### config.mk
export PLATFORM = sky130hd
export DESIGN_NAME = utf8_to_gsm7_converter_top
export DESIGN_NICKNAME = d
export VERILOG_FILES = /design/src/sv/utg7_pkg.sv /design/src/sv/utg7_decoder.sv /design/src/sv/utf8_to_gsm7_converter_top.sv
export SDC_FILE = /design/constraint.sdc
export NUM_CORES = 1
export LEC_CHECK = 0
export BUFFER_PORTS_ARGS = -buffer_cell sky130_fd_sc_hd__buf_2
export CORE_ASPECT_RATIO = 0.8
export CORE_UTILIZATION = 50
export CTS_BUF_LIST = sky130_fd_sc_hd__clkbuf_2
export CTS_CLUSTER_SIZE = 10
export DETAILED_ROUTE_END_ITERATION = 10
export HOLD_SLACK_MARGIN = 0.03
export PLACE_DENSITY = 0.68
export SYNTH_ARGS = -nofsm -noshare
export SYNTH_HDL_FRONTEND = slang
export SYNTH_SLANG_ARGS = --single-unit
### constraint.sdc
create_clock -name clk -period 3.4 [get_ports clk]
set_input_delay 0.68 -clock clk [delete_from_list [all_inputs] [get_ports clk]]
set_output_delay 0.68 -clock clk [all_outputs]
set_load 0.01 [all_outputs]
### src/sv/utg7_pkg.sv
// ============================================================================
// utg7_pkg
// Shared types, constants and the code point to GSM 7-bit alphabet mapping
// used by the UTF-8 to GSM 7-bit converter.
// ============================================================================
package utg7_pkg;

  // Code unit constants.
  localparam logic [6:0] GSM_ESCAPE  = 7'h1B;
  localparam logic [6:0] GSM_UNKNOWN = 7'h3F;

  // Width of the count of continuation bytes still expected for a code point.
  localparam int unsigned PEND_W = 2;

  // Width of an assembled code point.
  localparam int unsigned CP_W = 21;

  // Result of mapping one code point: one code unit, or an escape pair.
  typedef struct packed {
    logic       two;
    logic [6:0] code0;
    logic [6:0] code1;
  } utg7_map_t;

  // One decoded item as it leaves the decoder: zero, one or two code units,
  // plus the message status when the byte was the last of its message.
  typedef struct packed {
    logic       emit;
    logic       has_code;
    logic       two;
    logic [6:0] code0;
    logic [6:0] code1;
    logic       last;
    logic       msg_valid;
  } utg7_item_t;

  // Map a code point to the default alphabet. The direct ASCII ranges come
  // first, then the default table, then the extension table, else '?'.
  function automatic utg7_map_t utg7_map(input logic [CP_W-1:0] cp);
    utg7_map_t m;
    m.two   = 1'b0;
    m.code0 = GSM_UNKNOWN;
    m.code1 = '0;
    if ((cp >= 21'd32 && cp <= 21'd35) || (cp >= 21'd37 && cp <= 21'd63) ||
        (cp >= 21'd65 && cp <= 21'd90) || (cp >= 21'd97 && cp <= 21'd122)) begin
      m.code0 = cp[6:0];
    end else begin
      case (cp)
        // Default table entries outside the direct ranges.
        21'h000040: m.code0 = 7'd0;
        21'h0000A3: m.code0 = 7'd1;
        21'h000024: m.code0 = 7'd2;
        21'h0000A5: m.code0 = 7'd3;
        21'h0000E8: m.code0 = 7'd4;
        21'h0000E9: m.code0 = 7'd5;
        21'h0000F9: m.code0 = 7'd6;
        21'h0000EC: m.code0 = 7'd7;
        21'h0000F2: m.code0 = 7'd8;
        21'h0000E7: m.code0 = 7'd9;
        21'h00000A: m.code0 = 7'd10;
        21'h0000D8: m.code0 = 7'd11;
        21'h0000F8: m.code0 = 7'd12;
        21'h00000D: m.code0 = 7'd13;
        21'h0000C5: m.code0 = 7'd14;
        21'h0000E5: m.code0 = 7'd15;
        21'h000394: m.code0 = 7'd16;
        21'h00005F: m.code0 = 7'd17;
        21'h0003A6: m.code0 = 7'd18;
        21'h000393: m.code0 = 7'd19;
        21'h00039B: m.code0 = 7'd20;
        21'h0003A9: m.code0 = 7'd21;
        21'h0003A0: m.code0 = 7'd22;
        21'h0003A8: m.code0 = 7'd23;
        21'h0003A3: m.code0 = 7'd24;
        21'h000398: m.code0 = 7'd25;
        21'h00039E: m.code0 = 7'd26;
        21'h0000A0: m.code0 = 7'd27;
        21'h0000C6: m.code0 = 7'd28;
        21'h0000E6: m.code0 = 7'd29;
        21'h0000DF: m.code0 = 7'd30;
        21'h0000C9: m.code0 = 7'd31;
        21'h0000A4: m.code0 = 7'd36;
        21'h0000A1: m.code0 = 7'd64;
        21'h0000C4: m.code0 = 7'd91;
        21'h0000D6: m.code0 = 7'd92;
        21'h0000D1: m.code0 = 7'd93;
        21'h0000DC: m.code0 = 7'd94;
        21'h0000A7: m.code0 = 7'd95;
        21'h0000BF: m.code0 = 7'd96;
        21'h0000E4: m.code0 = 7'd123;
        21'h0000F6: m.code0 = 7'd124;
        21'h0000F1: m.code0 = 7'd125;
        21'h0000FC: m.code0 = 7'd126;
        21'h0000E0: m.code0 = 7'd127;
        // Extension table: escape followed by the extension code.
        21'h00000C: begin m.two = 1'b1; m.code0 = GSM_ESCAPE; m.code1 = 7'h0A; end
        21'h00005E: begin m.two = 1'b1; m.code0 = GSM_ESCAPE; m.code1 = 7'h14; end
        21'h00007B: begin m.two = 1'b1; m.code0 = GSM_ESCAPE; m.code1 = 7'h28; end
        21'h00007D: begin m.two = 1'b1; m.code0 = GSM_ESCAPE; m.code1 = 7'h29; end
        21'h00005C: begin m.two = 1'b1; m.code0 = GSM_ESCAPE; m.code1 = 7'h2F; end
        21'h00005B: begin m.two = 1'b1; m.code0 = GSM_ESCAPE; m.code1 = 7'h3C; end
        21'h00007E: begin m.two = 1'b1; m.code0 = GSM_ESCAPE; m.code1 = 7'h3D; end
        21'h00005D: begin m.two = 1'b1; m.code0 = GSM_ESCAPE; m.code1 = 7'h3E; end
        21'h00007C: begin m.two = 1'b1; m.code0 = GSM_ESCAPE; m.code1 = 7'h40; end
        21'h0020AC: begin m.two = 1'b1; m.code0 = GSM_ESCAPE; m.code1 = 7'h65; end
        default:    m.code0 = GSM_UNKNOWN;
      endcase
    end
    return m;
  endfunction

endpackage

### src/sv/utg7_decoder.sv
// ============================================================================
// utg7_decoder
// Assembles UTF-8 code points byte by byte, tracks message validity and
// maps each finished code point to GSM 7-bit code units.
// ============================================================================
module utg7_decoder (
  input  logic               clk,
  input  logic               rst,
  input  logic               take,
  input  logic [7:0]         in_byte,
  input  logic               last_byte,
  output utg7_pkg::utg7_item_t item
);
  import utg7_pkg::*;

  logic [CP_W-1:0]   code_accum;
  logic [CP_W-1:0]   code_accum_next;
  logic [PEND_W-1:0] bytes_pending;
  logic [PEND_W-1:0] bytes_pending_next;
  logic              valid_so_far;
  logic              valid_next;

  logic              is_cont;
  logic [CP_W-1:0]   cont_point;
  logic [CP_W-1:0]   map_point;
  logic              map_en;
  utg7_map_t         mapped;

  // Next assembly state and the code point, if any, finished by this byte.
  always_comb begin
    code_accum_next    = code_accum;
    bytes_pending_next = bytes_pending;
    valid_next         = valid_so_far;
    map_en             = 1'b0;
    map_point          = {{(CP_W-8){1'b0}}, in_byte};
    is_cont            = (in_byte[7:6] == 2'b10);
    cont_point         = {code_accum[CP_W-7:0], in_byte[5:0]};

    if (bytes_pending != '0 && is_cont) begin
      // A good continuation byte extends the pending code point.
      bytes_pending_next = bytes_pending - 1'b1;
      code_accum_next    = cont_point;
      if (bytes_pending == PEND_W'(1)) begin
        map_en          = 1'b1;
        map_point       = cont_point;
        code_accum_next = '0;
      end
    end else begin
      // A bad continuation drops the sequence; the byte is then a new lead.
      if (bytes_pending != '0) begin
        valid_next = 1'b0;
      end
      bytes_pending_next = '0;
      code_accum_next    = '0;
      if ((in_byte >= 8'h80 && in_byte <= 8'hC1) || in_byte >= 8'hF5) begin
        valid_next = 1'b0;
      end else if (!in_byte[7]) begin
        map_en = 1'b1;
      end else if (in_byte[7:5] == 3'b110) begin
        code_accum_next    = {{(CP_W-5){1'b0}}, in_byte[4:0]};
        bytes_pending_next = PEND_W'(1);
      end else if (in_byte[7:4] == 4'b1110) begin
        code_accum_next    = {{(CP_W-4){1'b0}}, in_byte[3:0]};
        bytes_pending_next = PEND_W'(2);
      end else begin
        code_accum_next    = {{(CP_W-3){1'b0}}, in_byte[2:0]};
        bytes_pending_next = PEND_W'(3);
      end
    end

    // A message that ends inside a sequence is truncated.
    if (last_byte && bytes_pending_next != '0) begin
      valid_next = 1'b0;
    end
  end

  assign mapped = utg7_map(map_point);

  // Decoded item presented to the result stage.
  always_comb begin
    item.has_code  = map_en;
    item.two       = map_en & mapped.two;
    item.code0     = map_en ? mapped.code0 : '0;
    item.code1     = mapped.code1;
    item.last      = last_byte;
    item.msg_valid = valid_next;
    item.emit      = map_en | last_byte;
  end

  // Assembly state; the end of a message returns it to the reset values.
  always_ff @(posedge clk) begin
    if (rst) begin
      code_accum    <= '0;
      bytes_pending <= '0;
      valid_so_far  <= 1'b1;
    end else if (take) begin
      if (last_byte) begin
        code_accum    <= '0;
        bytes_pending <= '0;
        valid_so_far  <= 1'b1;
      end else begin
        code_accum    <= code_accum_next;
        bytes_pending <= bytes_pending_next;
        valid_so_far  <= valid_next;
      end
    end
  end

endmodule

### src/sv/utf8_to_gsm7_converter_top.sv
// The first result of a byte is registered and valid in the cycle after the byte is accepted.
// Throughput: one byte per cycle while out_stall is low; a byte that yields an escape pair holds the
// result register until both of its code units are taken, so the next byte waits.
// Bytes that yield no result are taken without using the output.
// Reset: synchronous, active high; clears assembly state and empties the result register.
// ============================================================================
// utf8_to_gsm7_converter_top
// UTF-8 to GSM 7-bit default alphabet converter: decoder plus result register that presents
// a status-only result or one or two code units per item on the output channel.
// ============================================================================
module utf8_to_gsm7_converter_top (
  input  logic       clk,
  input  logic       rst,
  input  logic       in_valid,
  output logic       in_stall,
  input  logic [7:0] in_byte,
  input  logic       last_byte,
  output logic       out_valid,
  input  logic       out_stall,
  output logic [6:0] gsm_code,
  output logic       has_code,
  output logic       run_last,
  output logic       message_end,
  output logic       message_valid
);
  import utg7_pkg::*;

  utg7_item_t item;
  utg7_item_t slot;
  logic       slot_full;
  logic       slot_idx;
  logic       slot_done;
  logic       take;

  // The result register frees up when its final result is taken.
  assign slot_done = slot_full && !out_stall && (slot_idx || !slot.two);
  assign in_stall  = slot_full && !slot_done;
  assign take      = in_valid && !in_stall;

  utg7_decoder u_decoder (
    .clk       (clk),
    .rst       (rst),
    .take      (take),
    .in_byte   (in_byte),
    .last_byte (last_byte),
    .item      (item)
  );

  // Result register and position within an escape pair.
  always_ff @(posedge clk) begin
    if (rst) begin
      slot_full <= 1'b0;
      slot_idx  <= 1'b0;
    end else if (take && item.emit) begin
      slot_full <= 1'b1;
      slot_idx  <= 1'b0;
    end else if (slot_done) begin
      slot_full <= 1'b0;
      slot_idx  <= 1'b0;
    end else if (slot_full && !out_stall) begin
      slot_idx <= 1'b1;
    end
  end

  always_ff @(posedge clk) begin
    if (take && item.emit) begin
      slot <= item;
    end
  end

  // Output fields for the result at the current position.
  always_comb begin
    out_valid     = slot_full;
    gsm_code      = slot_idx ? slot.code1 : slot.code0;
    has_code      = slot.has_code;
    run_last      = slot_idx || !slot.two;
    message_end   = run_last && slot.last;
    message_valid = message_end && slot.msg_valid;
  end

  // The second position is only ever used by an escape pair.
  a_idx_two: assert property (@(posedge clk) disable iff (rst)
    slot_full && slot_idx |-> slot.two)
    else $error("second result shown for a single-unit item");

  // An escape pair always opens with the escape code.
  a_esc_first: assert property (@(posedge clk) disable iff (rst)
    slot_full && slot.two && !slot_idx |-> slot.code0 == GSM_ESCAPE)
    else $error("escape pair without leading escape");

  // A new item never overwrites a result that is still waiting.
  a_no_overrun: assert property (@(posedge clk) disable iff (rst)
    take && item.emit |-> !slot_full || slot_done)
    else $error("result register overwritten");

  // A status-only result is always the end of a message.
  a_status_end: assert property (@(posedge clk) disable iff (rst)
    out_valid && !has_code |-> message_end && gsm_code == '0)
    else $error("status-only result outside message end");

  // After reset nothing is presented on the output.
  a_reset_idle: assert property (@(posedge clk)
    rst |=> !out_valid)
    else $error("output valid right after reset");

endmodule
==> impl_metrics.toml, run 1 <==
[flow_run]
maxCapViolCount = 0

[logic_synthesis]
synth_top_family_by_area = "simple AND/OR/NAND/NOR gates"
synth.yosys.seq_area_share_pct = 27.8
yosys.area_share.simple_pct = 31.6
ys_top_cells_by_area = "edfxtp_1 (16%), dfxtp_1 (12%), nand2_1 (4.8%), a21oi_1 (4.6%), nor2_1 (3.8%)"
netlist_area_sq_mm = 0.00339
synthCells = 427
synth_mux_area_share_pct = 3.55
syn_nets = 442
synth_xor_area_share_pct = 0.776
synth_common_cells = "nand2_1 (43), nor2_1 (34), a21oi_1 (31)"
synthFlopType = "dfxtp_1"
synth_top_area_share_pct = 16.0
async_flop_share_pct = 0
synth.distinct_cells = 83
yosys_warnings = 0
synth.most_common_cell = "nand2_1"
synth_edf_count = 18
synthAdderAreaFrac_pct = 0.739
ys_seq_elements = 38
synth_area_leader_cell = "edfxtp_1"
avgSynthCellArea_sq_um = 7.93
synth_compound_area_share_pct = 29.3

[clock_tree]
cts.root.buffer_cell = "clkbuf_2"
htreeDepth = 2
post-cts-setup-buffers = 0
post_cts_resized = 0
holdBufCountCts = 0
insertion_delay_ns = 0.42
tritoncts = "done"
cts_sinks = 38
clk_path_buf_depth = 2
clkTransAtPathRegs_ns = 0.21
cts_buffers = 5

[route]
ant_nets = 0
drt_iter0_drc = 656
avgRoutedWirePerCell_um = 20.0
num_vias = 3664
via_per_inst = 6.82
wl_mm = 10.7
dr.pass1.iters = 8
drc_errors = 0

[sta]
period_share_pct = 90.4
clock-skew-final_ns = 0.0307
rsz0062_at_grt = "false"
maxSlewViolCount = 0
final_hold_viol_count = 0
fin_tns_setup_ns = 0
final.min_clock_period_ns = 3.07
worstMarginPinSlew_ns = 0.603
slew_headroom_pct = 59.7
finalSetupViolations = 0
timing.hold.ws_ns = 0.466
fmax_ghz = 0.325

[placed_design]
dp_hpwl_mm = 8.09
port_buffers = 25
place.gp.congestion = 1.06

[floorplan]
die_h_um = 75.6
core_region_area_sq_mm = 0.00647
pin_count = 26
dieWidth_um = 94
initial_core_util_pct = 52.3
row_count = 26
die_area_sq_mm = 0.00711

[power]
total_leakage_power_nw = 1.29
combPwrFrac_pct = 28.0
power_density_mw_per_mm2 = 267
p_sw_uw = 342
netSwitchingFraction_pct = 34.6
clockPowerShare_pct = 20.9
internal_power_uw = 646
seqPwrFrac_pct = 51.1
irDropWorstVdd_mv = 0.155

[global_routing]
grtUsageTotal_pct = 32.0
antenna_found_initial = 0
grt_pass1_wl_mm = 17.2
grt_max_degree = 29
first_global_vias = 3158
overflow = 0

[layout]
n_antenna_cell = 0
layout-drive-gt1-share_pct = 20.1
areaGrowthSynthToFinish_pct = 9.24
nets = 467

[critical_path]
cp-end-kind = "flip-flop"
crit_start = "u_decoder.bytes_pending[0]"
crit_path_start_kind = "flip-flop"
regToRegStartpoint = "u_decoder.bytes_pending[0]"
arrival_ns = 3.24
crit_type = "reg -> reg"
crit_fanout = 12
required_ns = 3.57

[min_path]
hold_start = "u_decoder.code_accum[14]"
hold_path.class = "reg -> reg"

[run_status]
status = "finished clean"
==> layout make-up <==
type / count / area (sq um)
fillers: 585 / 2780
multi-input cells: 343 / 2230
flip-flops and latches: 38 / 941
repair buffers: 53 / 335
well taps: 84 / 105
inverters: 11 / 41.3
clock buffers: 5 / 25.0
clock inverters: 3 / 16.3
==> per-layer routing <==
| layer | GRT usage (%) | up-vias | share of wire [%] |
|---|---|---|---|
| met1 | 47.6 | 1650 | 43 |
| met3 | 7.58 | 58 | 13 |
| li1 | - | 1672 | - |
| met5 | 0 | - | 0 |
| met2 | 43.8 | 284 | 40 |
| met4 | 13.3 | 0 | 4.1 |
==> power groups by stage <==
stage	Combinational [mW]	Clock, mW	Sequential (mW)
after floorplan	0.183	0	0.514
final	0.276	0.206	0.505
after detailed placement	0.265	0	0.515
after CTS	0.267	0.210	0.506
after global placement	0.271	0	0.515
after global routing	0.297	0.236	0.507
==> registers in the layout, indices dropped and copies added, names as in the netlist <==
name                     cells
has_code                     1
out_valid                    1
slot                        17
slot_idx                     1
u_decoder.bytes_pending      2
u_decoder.code_accum        15
u_decoder.valid_so_far       1
==> layout by cell type, fill, tap and decap left out, types with 4 or more instances in the layout <==
cell	count
nand2_1	43
nor2_1	34
a21oi_1	31
buf_4	28
buf_2	25
nand3_1	21
dfxtp_1	20
o21ai_0	19
edfxtp_1	18
nor2b_1	11
nor3_1	11
o22ai_1	11
nand2b_1	10
inv_1	9
mux2_2	8
o21a_1	8
a22oi_1	7
a32oi_1	7
a31oi_1	6
and2_1	5
o31ai_1	5
o211ai_1	5
or3_1	5
clkbuf_2	5
o21ai_1	4
nor3b_1	4
nand4_1	4
a32o_1	4
==> cells by family after synthesis <==
logic type      count (synthesis)
buf+inv                        46
fa+ha+maj                       2
simple gates                  187
xor+xnor                        3
flops                          38
compound gates                140
mux                            11
==> critical path, cell delays in order, from the launching register on <==
cell and delay, ns:
dfxtp_1 0.45, inv_1 0.07, ha_1 0.33, nand4bb_1 0.27
o22ai_1 0.45, nand4b_1 0.18, a221oi_1 0.53, and2b_4 0.29
o21a_1 0.16, o31a_1 0.10
==> worst paths after layout <==
kind	depth (start not counted)	slack (ns)	end
setup / recovery	9	0.33	slot[9]
hold / removal	2	0.47	u_decoder.code_accum[14]
setup reg to reg	9	0.33	slot[9]
hold reg to reg	2	0.47	u_decoder.code_accum[14]
==> per-stage QoR <==
step	area [sq um]	utilization, %	setup slack (ns)	cells	power, mW
4_1_cts	3700	57.1	0.422	537	0.982
3_5_place_dp	3660	56.5	0.255	529	0.781
6_report	3700	57.1	0.328	537	0.988
3_3_place_gp	3660	56.5	0.216	529	0.786
2_1_floorplan	3390	-	0.800	427	0.696
5_1_grt	3700	57.1	0.172	537	1.04
Power figures use the tool's default switching activity.
==> run 2, diff against run 1 <==
--- a/config.mk
+++ b/config.mk
@@ -5,11 +5,12 @@
 export SDC_FILE = /design/constraint.sdc
 export NUM_CORES = 1
 export LEC_CHECK = 0
+export ABC_AREA = 1
 export BUFFER_PORTS_ARGS = -buffer_cell sky130_fd_sc_hd__buf_2
 export CORE_ASPECT_RATIO = 0.8
 export CORE_UTILIZATION = 50
 export CTS_BUF_LIST = sky130_fd_sc_hd__clkbuf_2
-export CTS_CLUSTER_SIZE = 10
+export CTS_CLUSTER_SIZE = 24
 export DETAILED_ROUTE_END_ITERATION = 10
 export HOLD_SLACK_MARGIN = 0.03
 export PLACE_DENSITY = 0.68
==> run 2 against run 1 <==
Die area is 3.5% lower. Design area is 5.0% lower. Utilization increased by 0.47 points. Maximum frequency is 1.6% higher. Critical path depth up 7. Routed wire length is 6.6% lower. Worst setup slack improved by 0.049 ns. First-iteration DRC count shrank 20%. Register-to-register slack improved by 0.05 ns. Sequential power increased by 4%. Critical path type unchanged. Critical endpoint is now slot[12].
==> impl_metrics.toml, run 2 <==
[run_status]
status = "finished clean"

[critical_path]
crit_fanout = 15
worst-r2r-cell-count = 16
reg2reg_setup_slack_ns = 0.38
arrival_ns = 3.23
crit_path_start_kind = "flip-flop"
r2r-end = "slot[12]"
crit_type = "reg -> reg"
required_ns = 3.61
cp-end-kind = "flip-flop"
regToRegStartpoint = "u_decoder.bytes_pending[0]"

[logic_synthesis]
syn_nets = 556
synth_edf_count = 18
synth_area_leader_cell = "nand2_1"
ys_top_cells_by_area = "nand2_1 (17%), edfxtp_1 (17%), dfxtp_1 (12%), nor2_1 (11%), nand3_1 (9.0%)"
netlist_area_sq_mm = 0.00327
synthFlopType = "dfxtp_1"
synthCells = 541
ys_seq_elements = 38
async_flop_share_pct = 0
synth_common_cells = "nand2_1 (146), nor2_1 (99), nand3_1 (59)"
synth.yosys.seq_area_share_pct = 28.8
yosys_warnings = 0
avgSynthCellArea_sq_um = 6.04
synth.most_common_cell = "nand2_1"
synth_top_area_share_pct = 16.8
synth.distinct_cells = 39

[route]
drc_errors = 0
avgRoutedWirePerCell_um = 15.5
ant_nets = 0
dr.pass1.iters = 5
wl_mm = 10.0
num_vias = 3765
drt_iter0_drc = 522
via_per_inst = 5.81

[power]
combPwrFrac_pct = 21.0
irDropWorstVdd_mv = 0.204
clockPowerShare_pct = 28.0
total_leakage_power_nw = 1.76
power_density_mw_per_mm2 = 292
p_sw_uw = 326
internal_power_uw = 700
seqPwrFrac_pct = 51.0
netSwitchingFraction_pct = 31.8

[sta]
fmax_ghz = 0.331
maxSlewViolCount = 0
clock-skew-final_ns = 0.0367
rsz0062_at_grt = "false"
final_hold_viol_count = 0
fin_tns_setup_ns = 0
finalSetupViolations = 0
slew_headroom_pct = 46.3
final.min_clock_period_ns = 3.02
period_share_pct = 88.9
worstMarginPinSlew_ns = 0.799

[layout]
final_core_util_pct = 57.6
final_common_cell = "nand2_1"
final-seq-area_sq_um = 941
regMostFlops = "slot"
layout_common_cells = "nand2_1 (146), nor2_1 (99), nand3_1 (59)"
areaGrowthSynthToFinish_pct = 7.59
largestRegisters = "slot: 17 flops, u_decoder.code_accum: 15 flops, u_decoder.bytes_pending: 2 flops"
multi_input_area_sq_mm = 0.00202
n_antenna_cell = 0
nets = 581
layout-drive-gt1-share_pct = 12.2
instances_no_fill = 648
largest_register_ffs = 17
fillers = 619
design_area_sq_mm = 0.00351

[clock_tree]
post_cts_resized = 0
insertion_delay_ns = 0.42
holdBufCountCts = 0
cts_sinks = 38
clk_path_buf_depth = 2
tritoncts = "done"
post-cts-setup-buffers = 0
cts_buffers = 5
clkTransAtPathRegs_ns = 0.21
cts.root.buffer_cell = "clkbuf_2"
htreeDepth = 2

[floorplan]
pin_count = 26
dieWidth_um = 92.4
initial_core_util_pct = 53.5
die_area_sq_mm = 0.00686
row_count = 25
core_region_area_sq_mm = 0.00610
die_h_um = 74.3

[min_path]
hold_path.class = "reg -> reg"
whs_endpoint = "u_decoder.bytes_pending[1]"
whs_path_depth = 2
hold_start = "u_decoder.bytes_pending[1]"

[global_routing]
first_global_vias = 3345
grt_pass1_wl_mm = 16.2
antenna_found_initial = 0
overflow = 0
grtUsageTotal_pct = 30.8
grt_max_degree = 20

[placed_design]
port_buffers = 25
dp.cells = 640
dp_hpwl_mm = 7.98
place.gp.congestion = 1.00
placed_cell_area_sq_mm = 0.00345

[flow_run]
maxCapViolCount = 0
-- run 2: changes by cell type after synthesis, moves of 7 or more --
cell,change
nand4_1,+11
nand3_1,+38
nand2_2,+8
o22ai_1,-11
nor2_2,+10
nand2b_1,-10
o21a_1,-7
mux2_2,-8
nor2b_1,-11
a22oi_1,-7
buf_2,-20
nor2_1,+65
inv_1,+47
nand2_1,+103
-- run 2: per-stage QoR --
stage	hold WS, ns	worst slack, ns	power [mW]
detailed placement	0.465	0.326	0.742
CTS	0.487	0.434	1.02
finish	0.486	0.377	1.03
global route	0.497	0.103	1.07
floorplan	0.445	1.01	0.672
global placement	0.459	0.402	0.740
-- run 2: routing by layer --
| metal | GRT usage, % | share of wire (%) |
|---|---|---|
| met1 | 42.0 | 45 |
| met2 | 48.3 | 41 |
| met5 | 0 | 0 |
| met4 | 8.33 | 2.0 |
| met3 | 8.69 | 12 |
-- run 2: worst max path at each step --
stage                                     from        to  cells past startpoint
global route        u_decoder.bytes_pending[0]  slot[13]                     16
finish              u_decoder.bytes_pending[0]  slot[12]                     16
CTS                 u_decoder.bytes_pending[0]  slot[12]                     16
detailed placement                  in_byte[7]  slot[12]                     14
global placement                    in_byte[7]  slot[10]                     12
floorplan                           in_byte[5]  slot[14]                     12
-- run 2: power by group through the flow --
stage | clock (mW) | combinational, mW | sequential (mW)
floorplan | 0 | 0.142 | 0.530
global placement | 0 | 0.207 | 0.533
detailed placement | 0 | 0.208 | 0.534
CTS | 0.285 | 0.209 | 0.524
global route | 0.308 | 0.237 | 0.527
finish | 0.287 | 0.215 | 0.524
-- run 2: cells by family after synthesis --
logic type / Yosys count / share of synthesized area (%)
AND/OR/NAND/NOR: 367 / 50.6
buffers and inverters: 71 / 9.23
AO/OA/AOI/OAI: 63 / 10.6
flip-flops: 38 / 28.8
adder cells (fa/ha/maj): 2 / 0.766
-- run 2: worst max-delay path, cell delays in order (launching register included) --
cell and delay [ns]:
dfxtp_1 0.42, inv_1 0.06, ha_1 0.19, inv_1 0.10, nand2_2 0.08, nor2_4 0.31, nand3_1 0.30, nand2_4 0.27
nor2_2 0.15, nand3_1 0.17, nand2_1 0.10, nor2_2 0.14, nand3_1 0.14, nor2_1 0.12, nand2_1 0.07, nor2_1 0.11
a21oi_1 0.08
-- run 2: area by class of cell --
class | count | area share [%]
Tap cell | 81 | 2.88
Multi-Input combinational cell | 432 | 57.6
Inverter | 59 | 6.30
Clock buffer | 6 | 0.855
Timing Repair Buffer | 30 | 4.63
Clock inverter | 2 | 0.962
Sequential cell | 38 | 26.8
